`src/design/mhpq_pkg.sv`:
```
package mhpq_pkg;

    // Heap geometry and key width.
    localparam int DEPTH     = 64;
    localparam int KEY_WIDTH = 32;
    localparam int ADDR_W    = $clog2(DEPTH);
    localparam int CNT_W     = $clog2(DEPTH + 1);
    localparam int CHILD_W   = ADDR_W + 1;

    // Fixed field widths of the request and response.
    localparam int VALUE_W = 32;
    localparam int COUNT_W = 7;

    // Operation codes.
    localparam logic [1:0] MODE_PUSH  = 2'd0;
    localparam logic [1:0] MODE_POP   = 2'd1;
    localparam logic [1:0] MODE_CLEAR = 2'd2;

    // Status codes.
    localparam logic [1:0] ST_DONE  = 2'd0;
    localparam logic [1:0] ST_FULL  = 2'd1;
    localparam logic [1:0] ST_EMPTY = 2'd2;

    typedef logic signed [KEY_WIDTH-1:0] t_key;

    typedef struct packed {
        logic [1:0]                mode;
        logic signed [VALUE_W-1:0] value;
    } t_req;

    typedef struct packed {
        logic [1:0]                status;
        logic signed [VALUE_W-1:0] top_value;
        logic                      top_valid;
        logic [COUNT_W-1:0]        entry_count;
    } t_rsp;

    // Sign-extend the request value, then cut it to the key width.
    function automatic t_key to_key(input logic signed [VALUE_W-1:0] v);
        logic signed [63:0] ext;
        ext = 64'(v);
        return ext[KEY_WIDTH-1:0];
    endfunction

    // Sign-extend a key, then cut it to the response value width.
    function automatic logic signed [VALUE_W-1:0] from_key(input t_key k);
        logic signed [63:0] ext;
        ext = 64'(k);
        return ext[VALUE_W-1:0];
    endfunction

endpackage

```
`src/design/mhpq_ram.sv`:
```
module mhpq_ram #(
    parameter int DEPTH_P = 64,
    parameter int WIDTH_P = 32
) (
    input  logic                       i_clk,
    input  logic                       i_we,
    input  logic [$clog2(DEPTH_P)-1:0] i_waddr,
    input  logic [WIDTH_P-1:0]         i_wdata,
    input  logic [$clog2(DEPTH_P)-1:0] i_raddr_a,
    input  logic [$clog2(DEPTH_P)-1:0] i_raddr_b,
    output logic [WIDTH_P-1:0]         o_rdata_a,
    output logic [WIDTH_P-1:0]         o_rdata_b
);

    // One write port and two registered read ports.
    logic [WIDTH_P-1:0] r_mem [DEPTH_P];

    always_ff @(posedge i_clk) begin
        if (i_we) begin
            r_mem[i_waddr] <= i_wdata;
        end
        o_rdata_a <= r_mem[i_raddr_a];
        o_rdata_b <= r_mem[i_raddr_b];
    end

endmodule

```
`src/design/min_heap_priority_queue.sv`:
```
// Binary min-heap priority queue of signed keys. A request is taken when
// i_start is high while o_busy is low; it pushes a key, pops the minimum or
// clears the heap. Exactly one response follows, shown on o_rsp for a single
// cycle while o_done is high, and it must be captured in that cycle because
// the receiver cannot stall it. The response carries the status (done, push
// refused because full, pop refused because empty), the smallest key left,
// a non-empty flag and the entry count. A clear, a refused request, a push
// into an empty heap or a pop of the last entry answer in the cycle after
// acceptance. A pop that leaves one entry fetches the last entry and then
// writes it to the root. Any other push lifts the key one level at a time
// toward the root; any other pop fetches the last entry, then sinks it one
// level at a time. The pace is set by the heap memory: one registered read
// (two for the two children of a pop) and one compare per level. A new
// request may be given in the cycle that carries the previous response.
module min_heap_priority_queue (
    input  logic             i_clk,
    input  logic             i_rst_n,
    input  logic             i_start,
    input  mhpq_pkg::t_req   i_req,
    output logic             o_busy,
    output logic             o_done,
    output mhpq_pkg::t_rsp   o_rsp
);

    import mhpq_pkg::*;

    // Sequencer states.
    localparam logic [2:0] S_IDLE   = 3'd0;
    localparam logic [2:0] S_UP     = 3'd1;
    localparam logic [2:0] S_POP_LD = 3'd2;
    localparam logic [2:0] S_DN     = 3'd3;
    localparam logic [2:0] S_FIN    = 3'd4;

    logic [2:0]         r_state, n_state;
    logic [CNT_W-1:0]   r_cnt, n_cnt;
    logic [ADDR_W-1:0]  r_pos, n_pos;
    logic [CHILD_W-1:0] r_child, n_child;
    t_key               r_t, n_t;
    t_key               r_top;
    logic               r_done, n_done;
    logic [1:0]         r_status, n_status;

    // Memory port controls.
    logic               we;
    logic [ADDR_W-1:0]  waddr;
    t_key               wdata;
    logic [ADDR_W-1:0]  raddr_a, raddr_b;
    t_key               rdata_a, rdata_b;

    mhpq_ram #(
        .DEPTH_P (DEPTH),
        .WIDTH_P (KEY_WIDTH)
    ) u_ram (
        .i_clk     (i_clk),
        .i_we      (we),
        .i_waddr   (waddr),
        .i_wdata   (wdata),
        .i_raddr_a (raddr_a),
        .i_raddr_b (raddr_b),
        .o_rdata_a (rdata_a),
        .o_rdata_b (rdata_b)
    );

    logic               accept;
    logic [ADDR_W-1:0]  pos_m1;
    logic [ADDR_W-1:0]  up_parent;
    logic [ADDR_W-1:0]  cnt_low;
    logic               use_b;
    logic [CHILD_W-1:0] pick;
    t_key               pick_val;
    logic [CHILD_W-1:0] next_child;

    assign accept  = i_start && (r_state == S_IDLE);
    assign cnt_low = r_cnt[ADDR_W-1:0];
    // Parent of the current climbing slot.
    assign pos_m1    = r_pos - ADDR_W'(1);
    assign up_parent = pos_m1 >> 1;

    // Child selection for the sinking key: the right child wins only when
    // it exists and is strictly smaller than the left one.
    assign use_b      = ((r_child + CHILD_W'(1)) < CHILD_W'(r_cnt)) && (rdata_a > rdata_b);
    assign pick       = use_b ? (r_child + CHILD_W'(1)) : r_child;
    assign pick_val   = use_b ? rdata_b : rdata_a;
    assign next_child = {pick[ADDR_W-1:0], 1'b1};

    always_comb begin
        n_state  = r_state;
        n_cnt    = r_cnt;
        n_pos    = r_pos;
        n_child  = r_child;
        n_t      = r_t;
        n_done   = 1'b0;
        n_status = r_status;
        we       = 1'b0;
        waddr    = r_pos;
        wdata    = r_t;
        raddr_a  = r_child[ADDR_W-1:0];
        raddr_b  = r_child[ADDR_W-1:0] + ADDR_W'(1);

        unique case (r_state)
            S_IDLE: begin
                if (accept) begin
                    unique case (i_req.mode)
                        MODE_PUSH: begin
                            if (r_cnt == CNT_W'(DEPTH)) begin
                                n_status = ST_FULL;
                                n_done   = 1'b1;
                            end else begin
                                n_status = ST_DONE;
                                n_cnt    = r_cnt + CNT_W'(1);
                                n_t      = to_key(i_req.value);
                                n_pos    = cnt_low;
                                if (r_cnt == '0) begin
                                    // First entry lands straight at the root.
                                    we     = 1'b1;
                                    waddr  = '0;
                                    wdata  = to_key(i_req.value);
                                    n_done = 1'b1;
                                end else begin
                                    raddr_a = (cnt_low - ADDR_W'(1)) >> 1;
                                    n_state = S_UP;
                                end
                            end
                        end
                        MODE_POP: begin
                            if (r_cnt == '0) begin
                                n_status = ST_EMPTY;
                                n_done   = 1'b1;
                            end else begin
                                n_status = ST_DONE;
                                n_cnt    = r_cnt - CNT_W'(1);
                                if (r_cnt == CNT_W'(1)) begin
                                    n_done = 1'b1;
                                end else begin
                                    // Fetch the last entry; it moves to the root.
                                    raddr_a = cnt_low - ADDR_W'(1);
                                    n_state = S_POP_LD;
                                end
                            end
                        end
                        MODE_CLEAR: begin
                            n_status = ST_DONE;
                            n_cnt    = '0;
                            n_done   = 1'b1;
                        end
                        default: begin
                            n_status = ST_DONE;
                            n_done   = 1'b1;
                        end
                    endcase
                end
            end

            S_UP: begin
                // rdata_a holds the parent of r_pos.
                if (r_t > rdata_a) begin
                    we      = 1'b1;
                    waddr   = r_pos;
                    wdata   = r_t;
                    n_done  = 1'b1;
                    n_state = S_IDLE;
                end else begin
                    we    = 1'b1;
                    waddr = r_pos;
                    wdata = rdata_a;
                    n_pos = up_parent;
                    if (up_parent == '0) begin
                        n_state = S_FIN;
                    end else begin
                        raddr_a = (up_parent - ADDR_W'(1)) >> 1;
                    end
                end
            end

            S_POP_LD: begin
                n_t   = rdata_a;
                n_pos = '0;
                if (r_cnt == CNT_W'(1)) begin
                    we      = 1'b1;
                    waddr   = '0;
                    wdata   = rdata_a;
                    n_done  = 1'b1;
                    n_state = S_IDLE;
                end else begin
                    n_child = CHILD_W'(1);
                    raddr_a = ADDR_W'(1);
                    raddr_b = ADDR_W'(2);
                    n_state = S_DN;
                end
            end

            S_DN: begin
                if (r_t > pick_val) begin
                    we      = 1'b1;
                    waddr   = r_pos;
                    wdata   = pick_val;
                    n_pos   = pick[ADDR_W-1:0];
                    n_child = next_child;
                    if (next_child < CHILD_W'(r_cnt)) begin
                        raddr_a = next_child[ADDR_W-1:0];
                        raddr_b = next_child[ADDR_W-1:0] + ADDR_W'(1);
                    end else begin
                        n_state = S_FIN;
                    end
                end else begin
                    we      = 1'b1;
                    waddr   = r_pos;
                    wdata   = r_t;
                    n_done  = 1'b1;
                    n_state = S_IDLE;
                end
            end

            S_FIN: begin
                we      = 1'b1;
                waddr   = r_pos;
                wdata   = r_t;
                n_done  = 1'b1;
                n_state = S_IDLE;
            end

            default: begin
                n_state = S_IDLE;
            end
        endcase
    end

    always_ff @(posedge i_clk) begin
        if (!i_rst_n) begin
            r_state  <= S_IDLE;
            r_cnt    <= '0;
            r_done   <= 1'b0;
            r_status <= ST_DONE;
        end else begin
            r_state  <= n_state;
            r_cnt    <= n_cnt;
            r_done   <= n_done;
            r_status <= n_status;
        end
    end

    // Working registers; the root is mirrored so the response needs no read.
    always_ff @(posedge i_clk) begin
        r_pos   <= n_pos;
        r_child <= n_child;
        r_t     <= n_t;
        if (we && (waddr == '0)) begin
            r_top <= wdata;
        end
    end

    assign o_busy = (r_state != S_IDLE);
    assign o_done = r_done;

    always_comb begin
        o_rsp.status      = r_status;
        o_rsp.top_valid   = (r_cnt != '0);
        o_rsp.top_value   = (r_cnt != '0) ? from_key(r_top) : '0;
        o_rsp.entry_count = COUNT_W'(r_cnt);
    end

    // A response is only shown once the sequencer is back at rest.
    a_done_idle: assert property (@(posedge i_clk) disable iff (!i_rst_n)
        r_done |-> (r_state == S_IDLE))
        else $error("response strobe while sequencer active");

    // The entry count never passes the heap depth.
    a_cnt_range: assert property (@(posedge i_clk) disable iff (!i_rst_n)
        r_cnt <= CNT_W'(DEPTH))
        else $error("entry count above depth");

    // A pop of an empty heap is refused in the following cycle.
    a_pop_empty: assert property (@(posedge i_clk) disable iff (!i_rst_n)
        (accept && (i_req.mode == MODE_POP) && (r_cnt == '0))
        |=> (o_done && (o_rsp.status == ST_EMPTY)))
        else $error("empty pop not refused");

    // A push into a full heap leaves the count unchanged.
    a_push_full: assert property (@(posedge i_clk) disable iff (!i_rst_n)
        (accept && (i_req.mode == MODE_PUSH) && (r_cnt == CNT_W'(DEPTH)))
        |=> (o_done && (o_rsp.status == ST_FULL) && (r_cnt == CNT_W'(DEPTH))))
        else $error("full push not refused");

endmodule

```
`config.mk`:
```
export PLATFORM = sky130hd
export DESIGN_NAME = min_heap_priority_queue
export DESIGN_NICKNAME = d
export VERILOG_FILES = /design/src/design/mhpq_pkg.sv /design/src/design/mhpq_ram.sv /design/src/design/min_heap_priority_queue.sv
export SDC_FILE = /design/constraint.sdc
export NUM_CORES = 2
export LEC_CHECK = 0
export ABC_AREA = 1
export BUFFER_PORTS_ARGS = -buffer_cell sky130_fd_sc_hd__buf_2
export CELL_PAD_IN_SITES_DETAIL_PLACEMENT = 2
export CELL_PAD_IN_SITES_GLOBAL_PLACEMENT = 2
export CORE_MARGIN = 4
export CORE_UTILIZATION = 42
export DETAILED_ROUTE_END_ITERATION = 10
export GPL_TIMING_DRIVEN = 0
export PLACE_DENSITY = 0.77
export REMOVE_ABC_BUFFERS = 1
export SYNTH_ARGS = -nofsm -noshare
export SYNTH_HDL_FRONTEND = slang
export SYNTH_SLANG_ARGS = --single-unit
```
`constraint.sdc`:
```
create_clock -name i_clk -period 14.25 [get_ports i_clk]
set_clock_uncertainty 0.05 [all_clocks]
set_input_delay 0.7125 -clock i_clk [delete_from_list [all_inputs] [get_ports i_clk]]
set_output_delay 0.7125 -clock i_clk [all_outputs]
set_load 0.1 [all_outputs]
```
---- Yosys cells after proc, flatten, opt, wreduce, memory -nomap -nowiden ----
Memory sizes are Yosys's and may differ from the RTL's. A register that Yosys moved wholly into a read port is not among the register bits.
Index checks and enable logic that the tools add are counted.
operators by class
  add/subtract/negate cells ............... 8
  magnitude comparators ................... 5
  equal/unequal tests ..................... 23
  multiplexer cells ....................... 79
  reductions and logical operators ........ 21
operators with widths
  operator                                              number
  two-way mux 32 bit                                    12
  two-way mux 6 bit                                     24
  one-hot mux 32 bit (4 select lines)                   1
  greater-than comparator 32 bit                        3
  one-hot mux 32 bit (2 select lines)                   1
  one-hot mux 6 bit (4 select lines)                    2
  one-hot mux 6 bit (2 select lines)                    3
  two-way mux 7 bit                                     4
  two-way mux 3 bit                                     9
  one-hot mux 7 bit (3 select lines)                    1
  inequality test 3 bit (second input constant)         6
  adder 7 x 1 -> 7 bit (second input constant)          2
  < comparator 7 bit                                    2
  inequality test 2 bit (second input constant)         7
  one-hot mux 7 bit (2 select lines)                    1
  two-way mux 1 bit                                     13
  adder 6 x 1 -> 6 bit (second input constant)          2
  logical NOT 6 bit                                     2
  one-hot mux 3 bit (4 select lines)                    1
  subtractor 6 x 1 -> 6 bit (second input constant)     2
  AND reduction 8 bit                                   1
  equality test 7 x 1 -> 1 bit (second input constant)  1
  equality test 7 bit (second input constant)           1
  logical NOT 7 bit                                     1
  other kinds (28)                                      34
word-level totals
  register bits ........................... 90
  memory bits (writable) .................. 2048
  logic and storage cells ................. 145
  memories ................................ 1
memory list
  memory       depth  width  rd ports  clocked after memory_dff  wr ports  RTL line        source
  u_ram.r_mem  64     32     2         2                         1         mhpq_ram.sv:16  logic [WIDTH_P-1:0] r_mem [DEPTH_P];

---- Logic depth before layout (Yosys ltp) ----
  word-level depth ........................ 8
  mapped depth ............................ 48
  depth with buffers taken out ............ 43

---- Modules after synthesis ----
Synthesis repeated with hierarchy kept, for this count alone.
second synthesis, totals
  cell total of the unflattened synthesis .. 12750
  area total of the unflattened synthesis .. 113306.2 um^2
by module, submodules not included
  module                   times used  cells each  area each (um^2)  sequential area each (um^2)
  mhpq_ram                 1           11401       103817.1          62780.2
  min_heap_priority_queue  1           1349        9489.1            2542.4

---- Worst setup path before layout ----
Ideal clock, no wire load.
  path type ............................... register to register
  from .................................... register r_cnt[2]
  to ...................................... register r_top[10], data pin
  library setup time ...................... 0.560 ns
  arrival ................................. 6.632 ns
  path slack .............................. 7.008 ns
  stages on the path, launching flop included .. 31
  period minus slack after synthesis ...... 7.242 ns
  path through ............................ dfxtp_1 buf_2 inv_1 ha_1 a21oi_1 nand2_1 nand2_1 nand2_1 nand2_1 nand2_1 nand2_1 nand2_1 a21oi_2 nand2_2 clkbuf_1 clkbuf_1 o21ai_0 inv_1 ha_1 a21oi_1 o21ai_0 a21oi_1 o21a_1 nand2_1 xor2_1 nor2_1 inv_1 nor2_1 inv_1 clkbuf_1 o2111ai_1
between the ends
  word-level cells in the longest chain between the ends .. 6
RTL lines
  element                                                                      RTL line                                                        source
  from (decl)                                                                  min_heap_priority_queue.sv:35                                   logic [CNT_W-1:0] r_cnt, n_cnt;
  from (signal assigned)                                                       min_heap_priority_queue.sv:236                                  r_cnt <= n_cnt;
  < comparator 7 bit / logical NOT 7 bit (equally long branches)               min_heap_priority_queue.sv:81, min_heap_priority_queue.sv:113
  logical AND 1 bit / two-way mux 32 bit (equally long branches)               min_heap_priority_queue.sv:81, min_heap_priority_queue.sv:113
  two-way mux 32 bit (on tied branches)                                        min_heap_priority_queue.sv:83, min_heap_priority_queue.sv:105
  greater-than comparator 32 bit / two-way mux 32 bit (equally long branches)  min_heap_priority_queue.sv:193, min_heap_priority_queue.sv:103
  two-way mux 32 bit (on tied branches)                                        min_heap_priority_queue.sv:193, min_heap_priority_queue.sv:102
  one-hot mux 32 bit (4 select lines) *                                        min_heap_priority_queue.sv:100                                  unique case (r_state)
  named net u_ram.i_wdata[10]                                                  mhpq_ram.sv:8                                                   input logic [WIDTH_P-1:0] i_wdata,
  to (signal assigned)                                                         min_heap_priority_queue.sv:248                                  r_top <= wdata;
  to (decl)                                                                    min_heap_priority_queue.sv:39                                   t_key r_top;
The timed path passes the listed nets; every way through them passes the cells marked *.
A chain may end at the register's enable or synchronous reset.

---- Final worst setup path ----
  from .................................... register u_ram.o_rdata_b[25], read port of u_ram.r_mem
  to ...................................... register u_ram.o_rdata_a[14], read port of u_ram.r_mem
between the ends
  word-level cells in the longest chain between the ends .. 7
RTL lines
  element                                                                                 RTL line                        source
  from (decl)                                                                             mhpq_ram.sv:12                  output logic [WIDTH_P-1:0] o_rdata_b
  parallel branches: the longest is 5 deep, another holds greater-than comparator 32 bit  --
  two-way mux 6 bit *                                                                     min_heap_priority_queue.sv:193  if (r_t > pick_val) begin
  one-hot mux 6 bit (4 select lines) *                                                    min_heap_priority_queue.sv:100
  to (decl)                                                                               mhpq_ram.sv:11                  output logic [WIDTH_P-1:0] o_rdata_a,
Every way passes the cells marked *.

==> flow_metrics.py <==
metrics = {
    "outcome": {
        "status": "finished, final reports clean",
    },
    "setup_path": {
        "cp_data_arrival_time_ns": 12.42,
        "crit_required_ns": 15.04,
        "crit_type": "reg2reg",
        "r2r_slack_ns": 2.62,
        "r2r_start": "u_ram.o_rdata_b[25]",
        "crit_start": "u_ram.o_rdata_b[25]",
        "crit_family": "simple AND/OR/NAND/NOR gates",
        "crit_path_max_fanout": 92,
        "reg2reg_to": "u_ram.o_rdata_a[14]",
        "slowest_delay_ns": 0.69,
        "worst-r2r-cell-count": 38,
        "cp-start-kind": "register",
        "critPathBufInv": 5,
        "crit_top_cell": "nand2_1",
        "slowest_stage": "inv_1",
        "crit_path_end_kind": "register",
    },
    "pwr": {
        "p_total_mw": 34.11,
        "p_leak_nw": 50.98,
        "vdd_drop_max_mv": 0.4265,
        "powerDensity_nw_per_um2": 266.9,
    },
    "timing": {
        "rsz0062_at_grt": "no",
        "relSlewSlack_pct": 8.656,
        "min_period_over_period_pct": 81.60,
        "slew_viol_final": 0,
        "worstMarginPinSlew_ns": 1.358,
        "min_period_ns": 11.63,
        "worst_slack_ns": 2.622,
        "max_freq_ghz": 0.08600,
        "finalSetupViolCount": 0,
        "finalHoldViolCount": 0,
    },
    "hold_path": {
        "whs_path_depth": 3,
        "hold_start": "i_rst_n",
        "hold_end": "r_cnt[5]",
        "hp-class": "in2reg",
    },
    "clock_tree": {
        "htreeDepth": 5,
        "tritoncts": "built",
        "cts-resized-gates": 0,
        "post_cts_buffers": 0,
        "clock_latency_ns": 0.97,
        "clock_sinks": 2201,
        "cts_buffer_depth": 4,
        "clk_pin_slew_worst_paths_ns": 0.06,
        "ctsHoldBuffers": 0,
        "cts_made_buffers": 278,
        "cts_root_buf": "clkbuf_16",
    },
    "final_layout": {
        "instances_no_fill": 15390,
        "fillers": 26740,
        "final_common_cell": "nand2_1",
        "final_util_pct": 49.12,
        "final_cell_mix": "3600 x nand2_1, 2432 x nand3_1, 2124 x edfxtp_1",
        "final_area_um2": 127800,
        "drive_above_1_share_pct": 7.604,
        "nets": 11860,
        "area_delta_synth_final_pct": 16.13,
    },
    "drt": {
        "postRouteAntennaNets": 0,
        "first_iter_violations": 11120,
        "firstDrtPassIters": 6,
        "routed_wl_um": 531200,
        "routed_via_density": 6.380,
        "drcViolationCount": 0,
        "vias": 98200,
        "avgRoutedWirePerCell_um": 34.51,
    },
    "global_routing": {
        "grt_pass1_wl_um": 758400,
        "overflow": 0,
        "grt_use_total_pct": 38.30,
        "antenna_found_initial": 24,
        "grt_max_degree": 132,
        "grt_pass1_vias": 106000,
    },
    "floorplanning": {
        "ios": 81,
        "placeableCoreArea_um2": 260200,
        "die_y_um": 519.9,
        "rows": 187,
        "start_util_pct": 42.30,
        "die-area_um2": 270300,
        "die_x_um": 519.9,
    },
    "place": {
        "preCtsSetupSlack_ns": 3.642,
        "placed_cell_area_um2": 119600,
        "dpl.hpwl_um": 323500,
        "dp_cells": 14920,
        "portBuffers": 80,
        "gp_congestion": 0.8835,
    },
    "logic_synthesis": {
        "yosysWarningCount": 0,
        "syn-instance-count": 11860,
        "synth_area_per_cell_um2": 9.283,
        "ys.flop_type": "edfxtp_1",
        "async_flop_share_pct": 0,
        "ys_seq_area_share_pct": 59.35,
        "synth_cell_type_count": 50,
        "synth_edf_count": 2124,
        "syn-cell-area_um2": 110100,
        "ys_ff_latch": 2201,
    },
    "job": {
        "drv_cap": 0,
    },
}
[per-stage QoR]
step                      hold WS, ns  setup TNS (ns)
after floorplan                0.5679        -1942.77
after global placement         0.5184        -7860.00
final                          0.1015               0
after detailed placement       0.5540               0
after CTS                     0.07729               0
after global routing           0.1202               0
[cell usage after synthesis, types with 6 or more instances]
| cell | count | share of area (%) |
|---|---|---|
| nor2_1 | 185 | 0.63 |
| inv_2 | 13 | 0.044 |
| nand3_1 | 2433 | 11 |
| nor3_1 | 8 | 0.036 |
| o22ai_1 | 6 | 0.034 |
| o2111ai_1 | 32 | 0.25 |
| buf_2 | 472 | 2.1 |
| o21ai_0 | 354 | 1.6 |
| nand2_1 | 3606 | 12 |
| ha_1 | 117 | 1.3 |
| a22oi_1 | 20 | 0.14 |
| a221oi_1 | 16 | 0.13 |
| clkbuf_1 | 247 | 0.84 |
| nand2_2 | 6 | 0.034 |
| buf_4 | 70 | 0.48 |
| o211ai_1 | 325 | 2.2 |
| edfxtp_1 | 2124 | 58 |
| xor2_1 | 12 | 0.095 |
| nand4_1 | 47 | 0.27 |
| dfxtp_1 | 77 | 1.4 |
| a21oi_1 | 74 | 0.34 |
| buf_1 | 48 | 0.16 |
| nand3b_1 | 224 | 1.5 |
| o21ai_1 | 145 | 0.66 |
| inv_1 | 1140 | 3.9 |
[area by class of cell]
type	instances	area [um^2]	share of cell area (%)
inverter	1156	4379	3.426
multi-input combinational	7658	37620	29.43
clock buffer	340	7325	5.731
antenna	7	17.52	0.01371
clock inverter	125	829.5	0.6491
timing repair buffer	409	7943	6.214
sequential	2201	65320	51.11
tap	3496	4374	3.422
[worst max-delay path by stage]
stage	cells past startpoint	slack, ns	endpoint
finish	38	2.62	u_ram.o_rdata_a[14]
global route	37	2.04	u_ram.o_rdata_a[14]
global placement	16	-200.37	u_ram.o_rdata_a[24]
floorplan	14	-59.32	u_ram.o_rdata_a[11]
CTS	37	3.50	u_ram.o_rdata_a[15]
detailed placement	38	3.64	u_ram.o_rdata_a[15]
[worst min-delay path, stage by stage]
cell and delay, ns:
buf_2 0.19, o21ai_0 0.12, a21oi_1 0.05
[flip-flops by register name (all words and copies together) (netlist names)]
| signal | cells |
|---|---|
| u_ram.r_mem | 2048 |
| r_status | 2 |
| r_cnt | 7 |
| r_pos | 6 |
| u_ram.o_rdata_b | 32 |
| u_ram.o_rdata_a | 32 |
| r_child | 6 |
| o_done | 1 |
| r_top | 32 |
| r_t | 32 |
| r_state | 3 |
[cell families (layout without fill, tap and decap cells)]
family	count (synthesis)	count (layout)	synth area share [%]
compound gates	998	998	5.574
buf+inv	1997	2030	7.614
simple gates	6526	6526	25.99
xor+xnor	17	17	0.1353
other cells	0	7	0
flops	2201	2201	59.35
fa+ha+maj	117	117	1.330
[layer usage]
metal  up-vias  global-route usage [%]  share of wire [%]
li1      40160                       -                  -
met1     50770                   46.49                 38
met5         -                       0              0.019
met2      5255                   61.84                 46
met3      1998                   7.673                8.1
met4        16                   25.70                8.0
[where the power goes]
part | leakage (nW) | total (mW) | internal [mW] | switching [mW]
clock | 3.98 | 6.69 | 3.79 | 2.90
combinational | 27.1 | 18.2 | 4.51 | 13.7
sequential | 19.8 | 9.19 | 8.96 | 0.227
total | 51.0 | 34.1 | 17.3 | 16.8
Power figures use the tool's default switching activity.
